==> src/rtl/two_stack_sliding_window_max_unit_assert.svh <==
// Assertion macros used by the sliding-window maximum RTL.
`ifndef TWO_STACK_SLIDING_WINDOW_MAX_UNIT_ASSERT_SVH
`define TWO_STACK_SLIDING_WINDOW_MAX_UNIT_ASSERT_SVH

`ifndef SYNTHESIS
// Check a clocked property, masked while reset is asserted.
`define TSSWM_ASSERT(lbl, clk, rstn, prop, msg) \
	lbl: assert property (@(posedge clk) disable iff (!(rstn)) (prop)) else $error(msg);
// Check that a condition never holds at a clock edge outside reset.
`define TSSWM_NEVER(lbl, clk, rstn, cond, msg) \
	lbl: assert property (@(posedge clk) disable iff (!(rstn)) !(cond)) else $error(msg);
`else
`define TSSWM_ASSERT(lbl, clk, rstn, prop, msg)
`define TSSWM_NEVER(lbl, clk, rstn, cond, msg)
`endif

`endif

==> src/rtl/tsswm_pkg.sv <==
// Shared types, constants and helper functions of the sliding-window maximum unit.
package tsswm_pkg;

	localparam int SAMPLE_W       = 32;
	localparam int LEN_W          = 5;
	localparam int MAX_WINDOW_DEF = 16;
	localparam logic [LEN_W-1:0] LEN_RESET = 5'd16;

	typedef logic signed [SAMPLE_W-1:0] sample_t;

	// Signed maximum of two samples.
	function automatic sample_t smax(sample_t a, sample_t b);
		return (a >= b) ? a : b;
	endfunction

	// Clamp a programmed window length into 1 .. max_win.
	function automatic int eff_len(logic [LEN_W-1:0] len, int max_win);
		int v;
		v = int'(len);
		if (v < 1) begin
			v = 1;
		end
		if (v > max_win) begin
			v = max_win;
		end
		return v;
	endfunction

endpackage

==> src/rtl/tsswm_if.sv <==
// Stream interfaces for the sample input and the window maximum output.
interface tsswm_sample_if;
	logic              valid;
	logic              ready;
	tsswm_pkg::sample_t sample;

	modport source (output valid, output sample, input ready);
	modport sink   (input valid, input sample, output ready);
endinterface

interface tsswm_max_if;
	logic              valid;
	logic              ready;
	tsswm_pkg::sample_t window_max;

	modport source (output valid, output window_max, input ready);
	modport sink   (input valid, input window_max, output ready);
endinterface

==> src/rtl/tsswm_ram.sv <==
// Generic simple dual-port RAM: one write port, one read port, registered read data.
module tsswm_ram #(
	parameter int WIDTH = 32,
	parameter int DEPTH = 16
) (
	input  logic                                     clk,
	input  logic                                     we,
	input  logic [((DEPTH > 1) ? $clog2(DEPTH) : 1)-1:0] waddr,
	input  logic [WIDTH-1:0]                         wdata,
	input  logic [((DEPTH > 1) ? $clog2(DEPTH) : 1)-1:0] raddr,
	output logic [WIDTH-1:0]                         rdata
);

	logic [WIDTH-1:0] mem [DEPTH];

	// Write on enable, register the read word every cycle.
	always_ff @(posedge clk) begin
		if (we) begin
			mem[waddr] <= wdata;
		end
		rdata <= mem[raddr];
	end

endmodule

==> src/rtl/two_stack_sliding_window_max_unit.sv <==
// Top level of the two-stack sliding-window maximum unit.
//
// Channels: samples (sink) takes one signed 32-bit word per handshake; results
// (source) gives one signed 32-bit window maximum per handshake. cfg_wr_en with
// cfg_wr_data programs the window length (0 acts as 1, values above MAX_WINDOW
// act as MAX_WINDOW) and restarts the stream; write it only while idle.
// The first window_len words give no result. Each later word gives the maximum
// of itself and the window_len words before it.
// Sequence: a filling word is accepted and written to the front RAM. A streaming
// word is accepted while the suffix-max RAM is read, then merged into the output register.
// Every window_len-th streaming word first walks the front RAM from its top to
// its bottom to rebuild the suffix maxima, one entry per cycle; this walk
// lowers the average word rate.
// Reset: window length returns to 16 (clamped to MAX_WINDOW), stacks empty, no
// clearing pass; RAM contents are only read after being written.
// Stall: a finished result waits in the output register while the next word is
// accepted; if a second result is ready before the first is taken, it is held
// and the input stays not ready until the output register frees.
`include "two_stack_sliding_window_max_unit_assert.svh"

module two_stack_sliding_window_max_unit #(
	parameter int MAX_WINDOW = tsswm_pkg::MAX_WINDOW_DEF
) (
	input  logic                           clk,
	input  logic                           arst_n,
	input  logic                           cfg_wr_en,
	input  logic [tsswm_pkg::LEN_W-1:0]    cfg_wr_data,
	tsswm_sample_if.sink                   samples,
	tsswm_max_if.source                    results
);

	localparam int AW = (MAX_WINDOW > 1) ? $clog2(MAX_WINDOW) : 1;
	localparam int CW = $clog2(MAX_WINDOW + 1);

	localparam logic [1:0] ST_IDLE = 2'd0;
	localparam logic [1:0] ST_SUF  = 2'd1;
	localparam logic [1:0] ST_FLIP = 2'd2;
	localparam logic [1:0] ST_RES  = 2'd3;

	logic [1:0]          state_q;
	logic [CW-1:0]       eff_q;
	logic [CW-1:0]       top_q;
	logic                filled_q;
	logic [AW-1:0]       idx_q;
	logic                out_valid_q;
	tsswm_pkg::sample_t  sample_q;
	tsswm_pkg::sample_t  prefix_q;
	tsswm_pkg::sample_t  acc_q;
	tsswm_pkg::sample_t  res_q;
	tsswm_pkg::sample_t  out_data_q;

	logic                in_acc;
	logic                out_free;
	logic                out_load;
	logic [AW-1:0]       w_last;
	logic [CW-1:0]       top_inc;
	tsswm_pkg::sample_t  new_prefix;
	tsswm_pkg::sample_t  acc_new;
	tsswm_pkg::sample_t  res_next;
	logic                res_done;

	logic                front_we;
	logic [AW-1:0]       front_waddr;
	tsswm_pkg::sample_t  front_wdata;
	logic [AW-1:0]       front_raddr;
	tsswm_pkg::sample_t  front_rdata;
	logic                suf_we;
	logic [AW-1:0]       suf_waddr;
	logic [AW-1:0]       suf_raddr;
	tsswm_pkg::sample_t  suf_rdata;

	// Front stack samples, kept for the flip walk.
	tsswm_ram #(
		.WIDTH (tsswm_pkg::SAMPLE_W),
		.DEPTH (MAX_WINDOW)
	) u_front_ram (
		.clk   (clk),
		.we    (front_we),
		.waddr (front_waddr),
		.wdata (front_wdata),
		.raddr (front_raddr),
		.rdata (front_rdata)
	);

	// Suffix maxima of the flipped stack, addressed by front slot.
	tsswm_ram #(
		.WIDTH (tsswm_pkg::SAMPLE_W),
		.DEPTH (MAX_WINDOW)
	) u_suf_ram (
		.clk   (clk),
		.we    (suf_we),
		.waddr (suf_waddr),
		.wdata (acc_new),
		.raddr (suf_raddr),
		.rdata (suf_rdata)
	);

	// Handshake and datapath helpers.
	assign samples.ready      = (state_q == ST_IDLE);
	assign in_acc             = samples.valid & samples.ready;
	assign out_free           = !out_valid_q || results.ready;
	assign out_load           = !cfg_wr_en && out_free && (res_done || (state_q == ST_RES));
	assign results.valid      = out_valid_q;
	assign results.window_max = out_data_q;
	assign w_last             = AW'(eff_q - CW'(1));
	assign top_inc            = CW'(top_q + CW'(1));
	assign new_prefix         = tsswm_pkg::smax(sample_q, prefix_q);
	assign acc_new            = (idx_q == w_last) ? front_rdata
	                                              : tsswm_pkg::smax(front_rdata, acc_q);

	// Result merge and completion of the current word.
	always_comb begin
		res_next = tsswm_pkg::smax(new_prefix, suf_rdata);
		res_done = 1'b0;
		if (state_q == ST_SUF) begin
			res_done = 1'b1;
		end else if (state_q == ST_FLIP) begin
			res_next = tsswm_pkg::smax(sample_q, acc_new);
			res_done = (idx_q == '0);
		end
	end

	// Steer the RAM ports.
	always_comb begin
		front_we    = 1'b0;
		front_waddr = top_q[AW-1:0];
		front_wdata = sample_q;
		front_raddr = (state_q == ST_IDLE) ? w_last : AW'(idx_q - AW'(1));
		suf_we      = 1'b0;
		suf_waddr   = idx_q;
		suf_raddr   = top_q[AW-1:0];
		unique case (state_q)
			ST_IDLE: begin
				if (in_acc && !filled_q) begin
					front_we    = 1'b1;
					front_wdata = samples.sample;
				end
			end
			ST_SUF: begin
				front_we = 1'b1;
			end
			ST_FLIP: begin
				suf_we = 1'b1;
				if (idx_q == '0) begin
					front_we    = 1'b1;
					front_waddr = '0;
				end
			end
			ST_RES: begin
			end
			default: begin
			end
		endcase
	end

	// Sequencer: fill, stream, flip walk, output hold.
	always_ff @(posedge clk or negedge arst_n) begin
		if (!arst_n) begin
			state_q     <= ST_IDLE;
			eff_q       <= CW'(tsswm_pkg::eff_len(tsswm_pkg::LEN_RESET, MAX_WINDOW));
			top_q       <= '0;
			filled_q    <= 1'b0;
			idx_q       <= '0;
			out_valid_q <= 1'b0;
		end else begin
			// Load a finished word into the output register, drop it once taken.
			if (out_load) begin
				out_valid_q <= 1'b1;
			end else if (results.ready) begin
				out_valid_q <= 1'b0;
			end
			if (cfg_wr_en) begin
				eff_q    <= CW'(tsswm_pkg::eff_len(cfg_wr_data, MAX_WINDOW));
				top_q    <= '0;
				filled_q <= 1'b0;
			end else begin
				unique case (state_q)
					ST_IDLE: begin
						if (in_acc) begin
							if (!filled_q) begin
								top_q <= top_inc;
								if (top_inc >= eff_q) begin
									filled_q <= 1'b1;
								end
							end else if (top_q >= eff_q) begin
								idx_q   <= w_last;
								state_q <= ST_FLIP;
							end else begin
								state_q <= ST_SUF;
							end
						end
					end
					ST_SUF: begin
						top_q <= top_inc;
					end
					ST_FLIP: begin
						if (idx_q != '0) begin
							idx_q <= AW'(idx_q - AW'(1));
						end else begin
							top_q <= CW'(1);
						end
					end
					ST_RES: begin
						if (out_free) begin
							state_q <= ST_IDLE;
						end
					end
					default: begin
						state_q <= ST_IDLE;
					end
				endcase
				if (res_done) begin
					if (out_free) begin
						state_q <= ST_IDLE;
					end else begin
						state_q <= ST_RES;
					end
				end
			end
		end
	end

	// Payload registers.
	always_ff @(posedge clk) begin
		if (in_acc) begin
			sample_q <= samples.sample;
		end
		if (state_q == ST_SUF) begin
			prefix_q <= new_prefix;
		end
		if (state_q == ST_FLIP) begin
			acc_q <= acc_new;
			if (idx_q == '0) begin
				prefix_q <= sample_q;
			end
		end
		if (res_done) begin
			res_q <= res_next;
			if (out_free) begin
				out_data_q <= res_next;
			end
		end
		if (state_q == ST_RES && out_free) begin
			out_data_q <= res_q;
		end
	end

	// Checks.
	`TSSWM_ASSERT(a_top_in_window, clk, arst_n, top_q <= eff_q, "front stack past window")
	`TSSWM_ASSERT(a_flip_ends_at_one, clk, arst_n,
		(state_q == ST_FLIP && idx_q == '0 && !cfg_wr_en) |=> (top_q == CW'(1)),
		"flip walk did not restart front stack")
	`TSSWM_NEVER(a_stream_top_zero, clk, arst_n,
		in_acc && filled_q && (top_q < eff_q) && (top_q == '0),
		"streaming word with empty front stack")
	`TSSWM_ASSERT(a_result_needs_fill, clk, arst_n,
		$rose(results.valid) |-> $past(filled_q), "result before window filled")

endmodule

==> src/flat_wrapper.sv <==
// flat-port wrapper written by rule: the top's interface ports become plain ports
module two_stack_sliding_window_max_unit_flat 
#(
	parameter int MAX_WINDOW = tsswm_pkg::MAX_WINDOW_DEF
)
  (clk, arst_n, cfg_wr_en, cfg_wr_data, samples_valid, samples_sample, samples_ready, results_valid, results_window_max, results_ready);
  tsswm_sample_if samples_i ();
  tsswm_max_if results_i ();
  input  logic clk;
  input  logic arst_n;
  input  logic cfg_wr_en;
  input  logic [tsswm_pkg::LEN_W-1:0] cfg_wr_data;
  input wire logic [$bits(samples_i.valid)-1:0] samples_valid;
  input wire logic [$bits(samples_i.sample)-1:0] samples_sample;
  output wire logic [$bits(samples_i.ready)-1:0] samples_ready;
  output wire logic [$bits(results_i.valid)-1:0] results_valid;
  output wire logic [$bits(results_i.window_max)-1:0] results_window_max;
  input wire logic [$bits(results_i.ready)-1:0] results_ready;
  assign samples_i.valid = samples_valid;
  assign samples_i.sample = samples_sample;
  assign samples_ready = samples_i.ready;
  assign results_valid = results_i.valid;
  assign results_window_max = results_i.window_max;
  assign results_i.ready = results_ready;
  two_stack_sliding_window_max_unit #(.MAX_WINDOW(MAX_WINDOW)) u_core (.clk(clk), .arst_n(arst_n), .cfg_wr_en(cfg_wr_en), .cfg_wr_data(cfg_wr_data), .samples(samples_i), .results(results_i));
endmodule
==> config.mk <==
export PLATFORM = sky130hd
export DESIGN_NAME = two_stack_sliding_window_max_unit_flat
export DESIGN_NICKNAME = d
export VERILOG_FILES = /design/src/rtl/tsswm_pkg.sv /design/src/rtl/tsswm_if.sv /design/src/rtl/tsswm_ram.sv /design/src/rtl/two_stack_sliding_window_max_unit.sv /design/src/flat_wrapper.sv
export VERILOG_INCLUDE_DIRS = /design/src /design/src/rtl
export SDC_FILE = /design/constraint.sdc
export NUM_CORES = 2
export LEC_CHECK = 0
export BUFFER_PORTS_ARGS = -buffer_cell sky130_fd_sc_hd__buf_4
export CAP_MARGIN = 25
export CORE_MARGIN = 4
export CORE_UTILIZATION = 25
export CTS_CLUSTER_SIZE = 10
export DETAILED_ROUTE_END_ITERATION = 12
export PLACE_DENSITY = 0.39
export SETUP_SLACK_MARGIN = 0.2
export SYNTH_ARGS = -nofsm -noshare
export SYNTH_HDL_FRONTEND = slang
export SYNTH_SLANG_ARGS = --single-unit
==> constraint.sdc <==
create_clock -name clk -period 5.3 [get_ports clk]
set_input_delay 0.265 -clock clk [delete_from_list [all_inputs] [get_ports clk]]
set_output_delay 0.265 -clock clk [all_outputs]
set_load 0.03 [all_outputs]
Yosys cells after proc, flatten, opt, wreduce, memory -nomap -nowiden
Memory sizes are Yosys's and may differ from the RTL's. A register that Yosys moved wholly into a read port is not among the register bits.
Index checks and enable logic that the tools add are counted.
{"block": "op_classes", "addsub": 3, "n_mul": 0, "div_mod_pow": 0, "n_lt_le_gt_ge": 8, "eq_ne": 14, "shifts": 0, "n_mux": 55, "bitwise": 2, "n_reduce_logical": 25}
{"op": "two-way mux 32 bit", "n": 16}
{"op": ">= comparator 32 bit", "n": 4}
{"op": "> comparator 32 x 6 -> 1 bit, second input constant", "n": 1}
{"op": "two-way mux 5 bit", "n": 6}
{"op": "two-way mux 4 bit", "n": 7}
{"op": "two-way mux 1 bit", "n": 16}
{"op": "!= test 3 bit, second input constant", "n": 5}
{"op": "case mux 5 bit (3 select lines)", "n": 1}
{"op": "two-way mux 2 bit", "n": 6}
{"op": "nonzero test 2 bit", "n": 6}
{"op": ">= comparator 5 bit", "n": 2}
{"op": "!= test 2 bit, second input constant", "n": 4}
{"op": "case mux 4 bit (2 select lines)", "n": 1}
{"op": "nonzero test 4 bit", "n": 2}
{"op": "subtractor 4 x 1 -> 4 bit, second input constant", "n": 2}
{"op": "AND reduction 6 bit", "n": 1}
{"op": "adder 5 x 1 -> 5 bit, second input constant", "n": 1}
{"op": "less-than comparator 5 x 1 -> 1 bit, second input constant", "n": 1}
{"op": "AND reduction 5 bit", "n": 1}
{"op": "equality test 2 bit, second input constant", "n": 2}
{"op": "equality test 4 bit", "n": 1}
{"op": "logical AND 1 bit", "n": 4}
{"op": "logical NOT 4 bit", "n": 1}
{"op": "case mux 2 bit (2 select lines)", "n": 1}
{"op": "11 further kinds", "n": 15}
{"block": "word_totals", "regBits": 178, "latchBits": 0, "ramBits": 1024, "romBits": 0, "inputBits": 42, "out_inout_bits": 34, "n_memories": 2}
{"name": "u_core.u_front_ram.mem", "depth": 16, "width": 32, "rd": 1, "rd_ports_with_merged_regs": 1, "wr": 1, "line_no": "tsswm_ram.sv:14", "text": "logic [WIDTH-1:0] mem [DEPTH];"}
{"name": "u_core.u_suf_ram.mem", "depth": 16, "width": 32, "rd": 1, "rd_ports_with_merged_regs": 1, "wr": 1, "line_no": "tsswm_ram.sv:14"}

Longest topological paths before layout
{"block": "logic_depth", "word_depth": 10, "depth_mapped": 24}

Cells and area by module
Synthesis repeated with hierarchy kept, for this count alone.
{"block": "hier_totals", "cells_unflattened": 3049, "area_unflattened_um2": 52441.5}
{"module": "tsswm_ram at u_core.u_suf_ram", "instances": 1, "cells_each": 838, "area_each_um2": 19854.0}
{"module": "tsswm_ram at u_core.u_front_ram", "instances": 1, "cells_each": 838, "area_each_um2": 19835.3}
{"module": "two_stack_sliding_window_max_unit", "instances": 1, "cells_each": 1373, "area_each_um2": 12752.2}

Worst setup path before layout
No wires, ideal clock.
{"block": "synth_path", "path_type": "register to register", "startpoint": "register u_core.acc_q[30]", "endpoint": "register u_core.res_q[17], data pin", "setup_time_ns": 0.256, "arrival_ns": 5.113, "required_time_ns": 5.044, "slack_ns": -0.070, "path_stages_with_launch": 24, "path_buffers": 4, "synth_period_minus_slack_ns": 5.370, "cell_sequence": "edfxtp_1 -> inv_1 -> ha_1 -> a21oi_1 -> nand2_1 -> a221oi_1 -> and2_1 -> buf_2 -> buf_1 -> a221o_1 -> nor2_1 -> nand2_1 -> inv_1 -> ha_1 -> nand4_1 -> or4_1 -> a21o_1 -> a41o_1 -> nand2_1 -> mux2i_1 -> clkbuf_1 -> buf_2 -> nand3_1 -> a22o_1"}
{"block": "synth_via", "elab_chain_len": 7}
{"element": "start: declaration", "line_no": "two_stack_sliding_window_max_unit.sv:48", "text": "tsswm_pkg::sample_t acc_q;"}
{"element": "start signal: assignment", "line_no": "two_stack_sliding_window_max_unit.sv:232", "text": "acc_q <= acc_new;"}
{"element": ">= comparator 32 bit", "line_no": "tsswm_pkg.sv:13", "text": "return (a >= b) ? a : b;"}
{"element": "two-way mux 32 bit", "line_no": "tsswm_pkg.sv:13"}
{"element": "two-way mux 32 bit", "line_no": "two_stack_sliding_window_max_unit.sv:108", "text": "assign acc_new = (idx_q == w_last) ? front_rdata"}
{"element": "via u_core.acc_new[9]", "line_no": "two_stack_sliding_window_max_unit.sv:58", "text": "tsswm_pkg::sample_t acc_new;"}
{"element": ">= comparator 32 bit", "line_no": "tsswm_pkg.sv:13"}
{"element": "two-way mux 32 bit", "line_no": "tsswm_pkg.sv:13"}
{"element": "two-way mux 32 bit", "line_no": "two_stack_sliding_window_max_unit.sv:117", "text": "end else if (state_q == ST_FLIP) begin"}
{"element": "two-way mux 32 bit", "line_no": "two_stack_sliding_window_max_unit.sv:115", "text": "if (state_q == ST_SUF) begin"}
{"element": "via u_core.res_next[17]", "line_no": "two_stack_sliding_window_max_unit.sv:59", "text": "tsswm_pkg::sample_t res_next;"}
{"element": "end signal: assignment", "line_no": "two_stack_sliding_window_max_unit.sv:238", "text": "res_q <= res_next;"}
{"element": "end: declaration", "line_no": "two_stack_sliding_window_max_unit.sv:49", "text": "tsswm_pkg::sample_t res_q;"}
The timed path passes the listed nets, and every way through them passes these cells.
A chain may end at the register's enable or synchronous reset.

Worst setup path after layout
{"block": "layout_path", "startpoint": "register u_core.acc_q[20]", "endpoint": "register u_core.out_data_q[29], in the netlist u_core.results.window_max[29], data pin"}
{"block": "layout_via", "elab_chain_len": 10}
{"element": ">= comparator 32 bit", "line_no": "tsswm_pkg.sv:13"}
{"element": "two-way mux 32 bit *", "line_no": "tsswm_pkg.sv:13"}
{"element": "two-way mux 32 bit *", "line_no": "two_stack_sliding_window_max_unit.sv:108"}
{"element": ">= comparator 32 bit", "line_no": "tsswm_pkg.sv:13"}
{"element": "two-way mux 32 bit *", "line_no": "tsswm_pkg.sv:13"}
{"element": "two-way mux 32 bit *", "line_no": "two_stack_sliding_window_max_unit.sv:117"}
{"element": "two-way mux 32 bit *", "line_no": "two_stack_sliding_window_max_unit.sv:115"}
{"element": "two-way mux 32 bit *", "line_no": "two_stack_sliding_window_max_unit.sv:239", "text": "if (out_free) begin"}
{"element": "two-way mux 32 bit *", "line_no": "two_stack_sliding_window_max_unit.sv:237", "text": "if (res_done) begin"}
{"element": "two-way mux 32 bit *", "line_no": "two_stack_sliding_window_max_unit.sv:243", "text": "if (state_q == ST_RES && out_free) begin"}
{"element": "end signal: assignment", "line_no": "two_stack_sliding_window_max_unit.sv:240", "text": "out_data_q <= res_next;"}
{"element": "end signal: assignment", "line_no": "two_stack_sliding_window_max_unit.sv:244", "text": "out_data_q <= res_q;"}
{"element": "end: declaration", "line_no": "two_stack_sliding_window_max_unit.sv:50", "text": "tsswm_pkg::sample_t out_data_q;"}
Mark *: on every way between the ends. The rest lies on a longest branch, timed or not. The select of a mux whose other input is x is not followed.

==> results <==
- The flow ran to the end, but the final reports show violations.
- The final reports fail on setup timing.
- At the placement stage, the worst setup path has a slack of -0.507 ns.
- The initial antenna violation count is 15.
- The total count of hold-check failures in the final report was 0.
- The layout overhead on the synthesized area is 25.8%.
- The async set-or-reset flop fraction in the synthesized netlist is 1.42%.
- The element type at the critical path end is a flop.
- After synthesis, flip-flops and latches occupy 68.2% of the total area.
- The first global-routing pass estimated 245000 um of wire.
- The number of distinct library cell variants in the gate-level netlist after synthesis is 62.
- The number of standard-cell rows in the floorplan is 170.
- Clock-pin slew was measured on the worst setup and hold paths at 0.06 ns.
- Clock latency on the worst-skew pair, taken at its later pin, is 0.80 ns.
- The final global-route overflow total is 0.
- The via count of the first global-routing pass was 31700.
- From bottom edge to top edge, the die measures 474 um.
- The most frequent cell after synthesis is sky130_fd_sc_hd__edfxtp_1.
- The number of buffers and inverters on the critical path is 7.
- The CTS buffer count is 154.
- The number of DRC violations after detailed routing is 0.
- The clock root buffer master is sky130_fd_sc_hd__clkbuf_16.
- Of the cells placed in the final design, the portion with a size suffix greater than 1 is 34.1%.
- The largest area contributor in the synthesized netlist is sky130_fd_sc_hd__edfxtp_1.
- The TritonCTS clock tree is yes.
- The number of nets handed over by synthesis was 3409.
- Derived from the worst setup path, the maximum achievable clock frequency is 187 MHz.
- The pre-antenna-repair detailed-routing pass consisted of 5 iterations.
- The transition at the pin with the smallest max-transition slack is 1.02 ns.
- The final worst setup slack is -0.0609 ns.
- The HPWL after detailed placement is 114000 um.
- The pin count of the biggest net entering global routing is 129.
- In this run the remaining antenna-violating nets after routing total 0.
- The proportion of netlist area held by the largest area contributor is 63.8%.
- Global routing used 15.3% of the available tracks.
- From left edge to right edge, the die measures 474 um.
- The critical path launch point type is a flop.
- The final count of negative-setup-slack endpoints is 22.
- The H-tree depth is 4.
- At the end of routability-driven placement, the weighted congestion stood at 0.799.
- The mean area per synthesized cell is 16.8 um2.
- Setup repair after global routing could not meet its margin everywhere.
- The cell at the slowest stage of the critical path is sky130_fd_sc_hd__or4_4.
- For this run, the leading register cell type out of synthesis is sky130_fd_sc_hd__edfxtp_1.
- The core region area is 0.215 mm2.
- The number of sinks driven by the clock tree is 1266.
- The tool flagged a number of max-cap violations equal to 0.
- After synthesis, the most frequently instantiated cells are sky130_fd_sc_hd__edfxtp_1, sky130_fd_sc_hd__mux4_2, sky130_fd_sc_hd__a21oi_1.
- The number of I/O port buffers is 75.
- The number of max-slew violations in the final report is 0.
- Ranked by total cell area, the synthesized netlist is headed by sky130_fd_sc_hd__edfxtp_1, sky130_fd_sc_hd__mux4_2, sky130_fd_sc_hd__dfxtp_1.
- The routed design has 174000 um of wire.
- The cell family contributing the most delay on the critical path is simple AND/OR/NAND/NOR gates.
- Counting every instance in the synthesized netlist gives 3222.
- 76 I/O pins were placed.
- On the final layout, the worst clock skew is 0.0322 ns.
- Traced cell by cell, the critical path runs through inv_2 > ha_1 > nand4_1 > or4_4 > or3_4 > nor4bb_4 > buf_12 > buf_12 > a31oi_4 > and2_4 > ha_4 > a21oi_2 > o21ai_1 > a221o_2 > a2111oi_4 > buf_4 > nand2_4 > mux2i_4 > buf_6 > nand2_8 > buf_12 > o211a_4 > buf_12.
- For this run, the post-layout net count is 3965.
- Headroom to the max-slew limit came out at 31.8%.
- For this run, the slowest stage of the critical path takes 0.56 ns.
- The iteration-0 DRC count of the detailed router is 2484.
- The final clock period utilization by the worst path is 101%.
- The vias after detailed routing is 31000.
- The Yosys step of the flow raised 0 warnings.
- The path class of the tightest hold or removal check is in -> reg.
- The dominant cell type by count on the critical path is sky130_fd_sc_hd__buf_12.
- The detail-routed via count per cell is 4.61.
- In this run, synthesis inferred 1152 flip-flops with an integrated enable.
- The clock tree buffer depth is 3.
- The starting utilization of the core area is 25.2%.
- Of all nets on the critical path, the largest fanout is 8.
- After synthesis the netlist holds a flip-flop and latch count of 1266.
- The smallest clock period supported by the final layout is computed as 5.36 ns.
- The setup path with the least slack is of type reg -> reg.
- The routed wire length per instance is 25.8 um.
- The floorplan die area is 0.224 mm2.
- At the worst endpoint, the required time is 5.85 ns.
- STA puts the critical path data arrival time at 5.91 ns.
- The post-synth design cell area is 0.0542 mm2.
==> through the flow <==
stage | util, % | area [um2] | TNS (ns) | hold WS [ns] | std cells
final | 31.7 | 68200 | -0.634 | 0.223 | 6730
after global routing | 31.7 | 68200 | -7.51 | 0.186 | 6727
after global placement | 28.5 | 61400 | -23.70 | 0.167 | 6368
after CTS | 31.1 | 67000 | -3.27 | 0.156 | 6696
after floorplan | - | 54300 | 0 | -0.0306 | 3222
after detailed placement | 28.5 | 61400 | -25.90 | 0.165 | 6369
==> cells by family after synthesis <==
family | synth area share [%]
flops | 68.2
simple gates | 5.00
compound gates | 6.18
mux | 14.5
buf+inv | 2.60
fa+ha+maj | 3.35
xor+xnor | 0.178
==> flip-flops by register name (all words and copies together), names as in the netlist <==
name	count
u_core.state_q	2
u_core.filled_q	1
u_core.top_q	5
u_core.idx_q	4
u_core.prefix_q	32
u_core.sample_q	32
u_core.results.window_max	32
u_core.res_q	32
u_core.u_front_ram.mem	512
u_core.acc_q	32
u_core.eff_q	5
u_core.u_front_ram.rdata	32
u_core.results.valid	1
u_core.u_suf_ram.rdata	32
u_core.u_suf_ram.mem	512
==> metal layers <==
metal  GRT usage (%)  wire, um  vias to the layer above
li1                -         -                    14000
met1            21.6     81500                    16200
met2            24.6     82100                      608
met3            2.27      6530                      194
met4            4.07      3770                        0
met5               0         0                        -
==> final timing paths <==
path,from,to,slack [ns],depth (start not counted)
setup / recovery,u_core.acc_q[20],u_core.results.window_max[29],-0.06,23
hold / removal,samples_sample[5],u_core.sample_q[5],0.22,2
setup reg to reg,u_core.acc_q[20],u_core.results.window_max[29],-0.06,23
hold reg to reg,u_core.eff_q[4],u_core.eff_q[4],0.53,2
max in group asynchronous,arst_n,u_core.top_q[0],3.36,4
min in group asynchronous,arst_n,u_core.eff_q[4],0.54,3
==> cells in the final DEF (no fill, tap or decap), types with 82 or more instances in the layout <==
cell type and instances:
sky130_fd_sc_hd__ha_1 124, sky130_fd_sc_hd__a21oi_1 145, sky130_fd_sc_hd__nand2_1 111, sky130_fd_sc_hd__edfxtp_1 1152, sky130_fd_sc_hd__mux4_2 288, sky130_fd_sc_hd__clkbuf_16 160, sky130_fd_sc_hd__buf_4 491, sky130_fd_sc_hd__inv_1 132
sky130_fd_sc_hd__nor2_1 82, sky130_fd_sc_hd__dfxtp_1 96
==> cell type report <==
class                   instances  area (um2)
multi-input cells            1595       17300
clock buffers                 233        4280
clock inverters                33         384
fillers                     21000      147000
well taps                    2838        3550
inverters                     175         657
flip-flops and latches       1266       37000
diodes                          4        10.0
repair buffers                586        5070
==> what timing repair did <==
action / CTS / global route
endpoints found under the setup margin: 64 / 64
resized for setup: 61 / 175
hold buffers: 43 / 0
buffers inserted: 16 / 25
gates cloned: 2 / 5
endpoints found under the hold margin: 73 / 0
pin swaps: 6 / 59
Power is not shown: default switching activity piles up to over one toggle a cycle in this logic, so the estimate is an artifact.
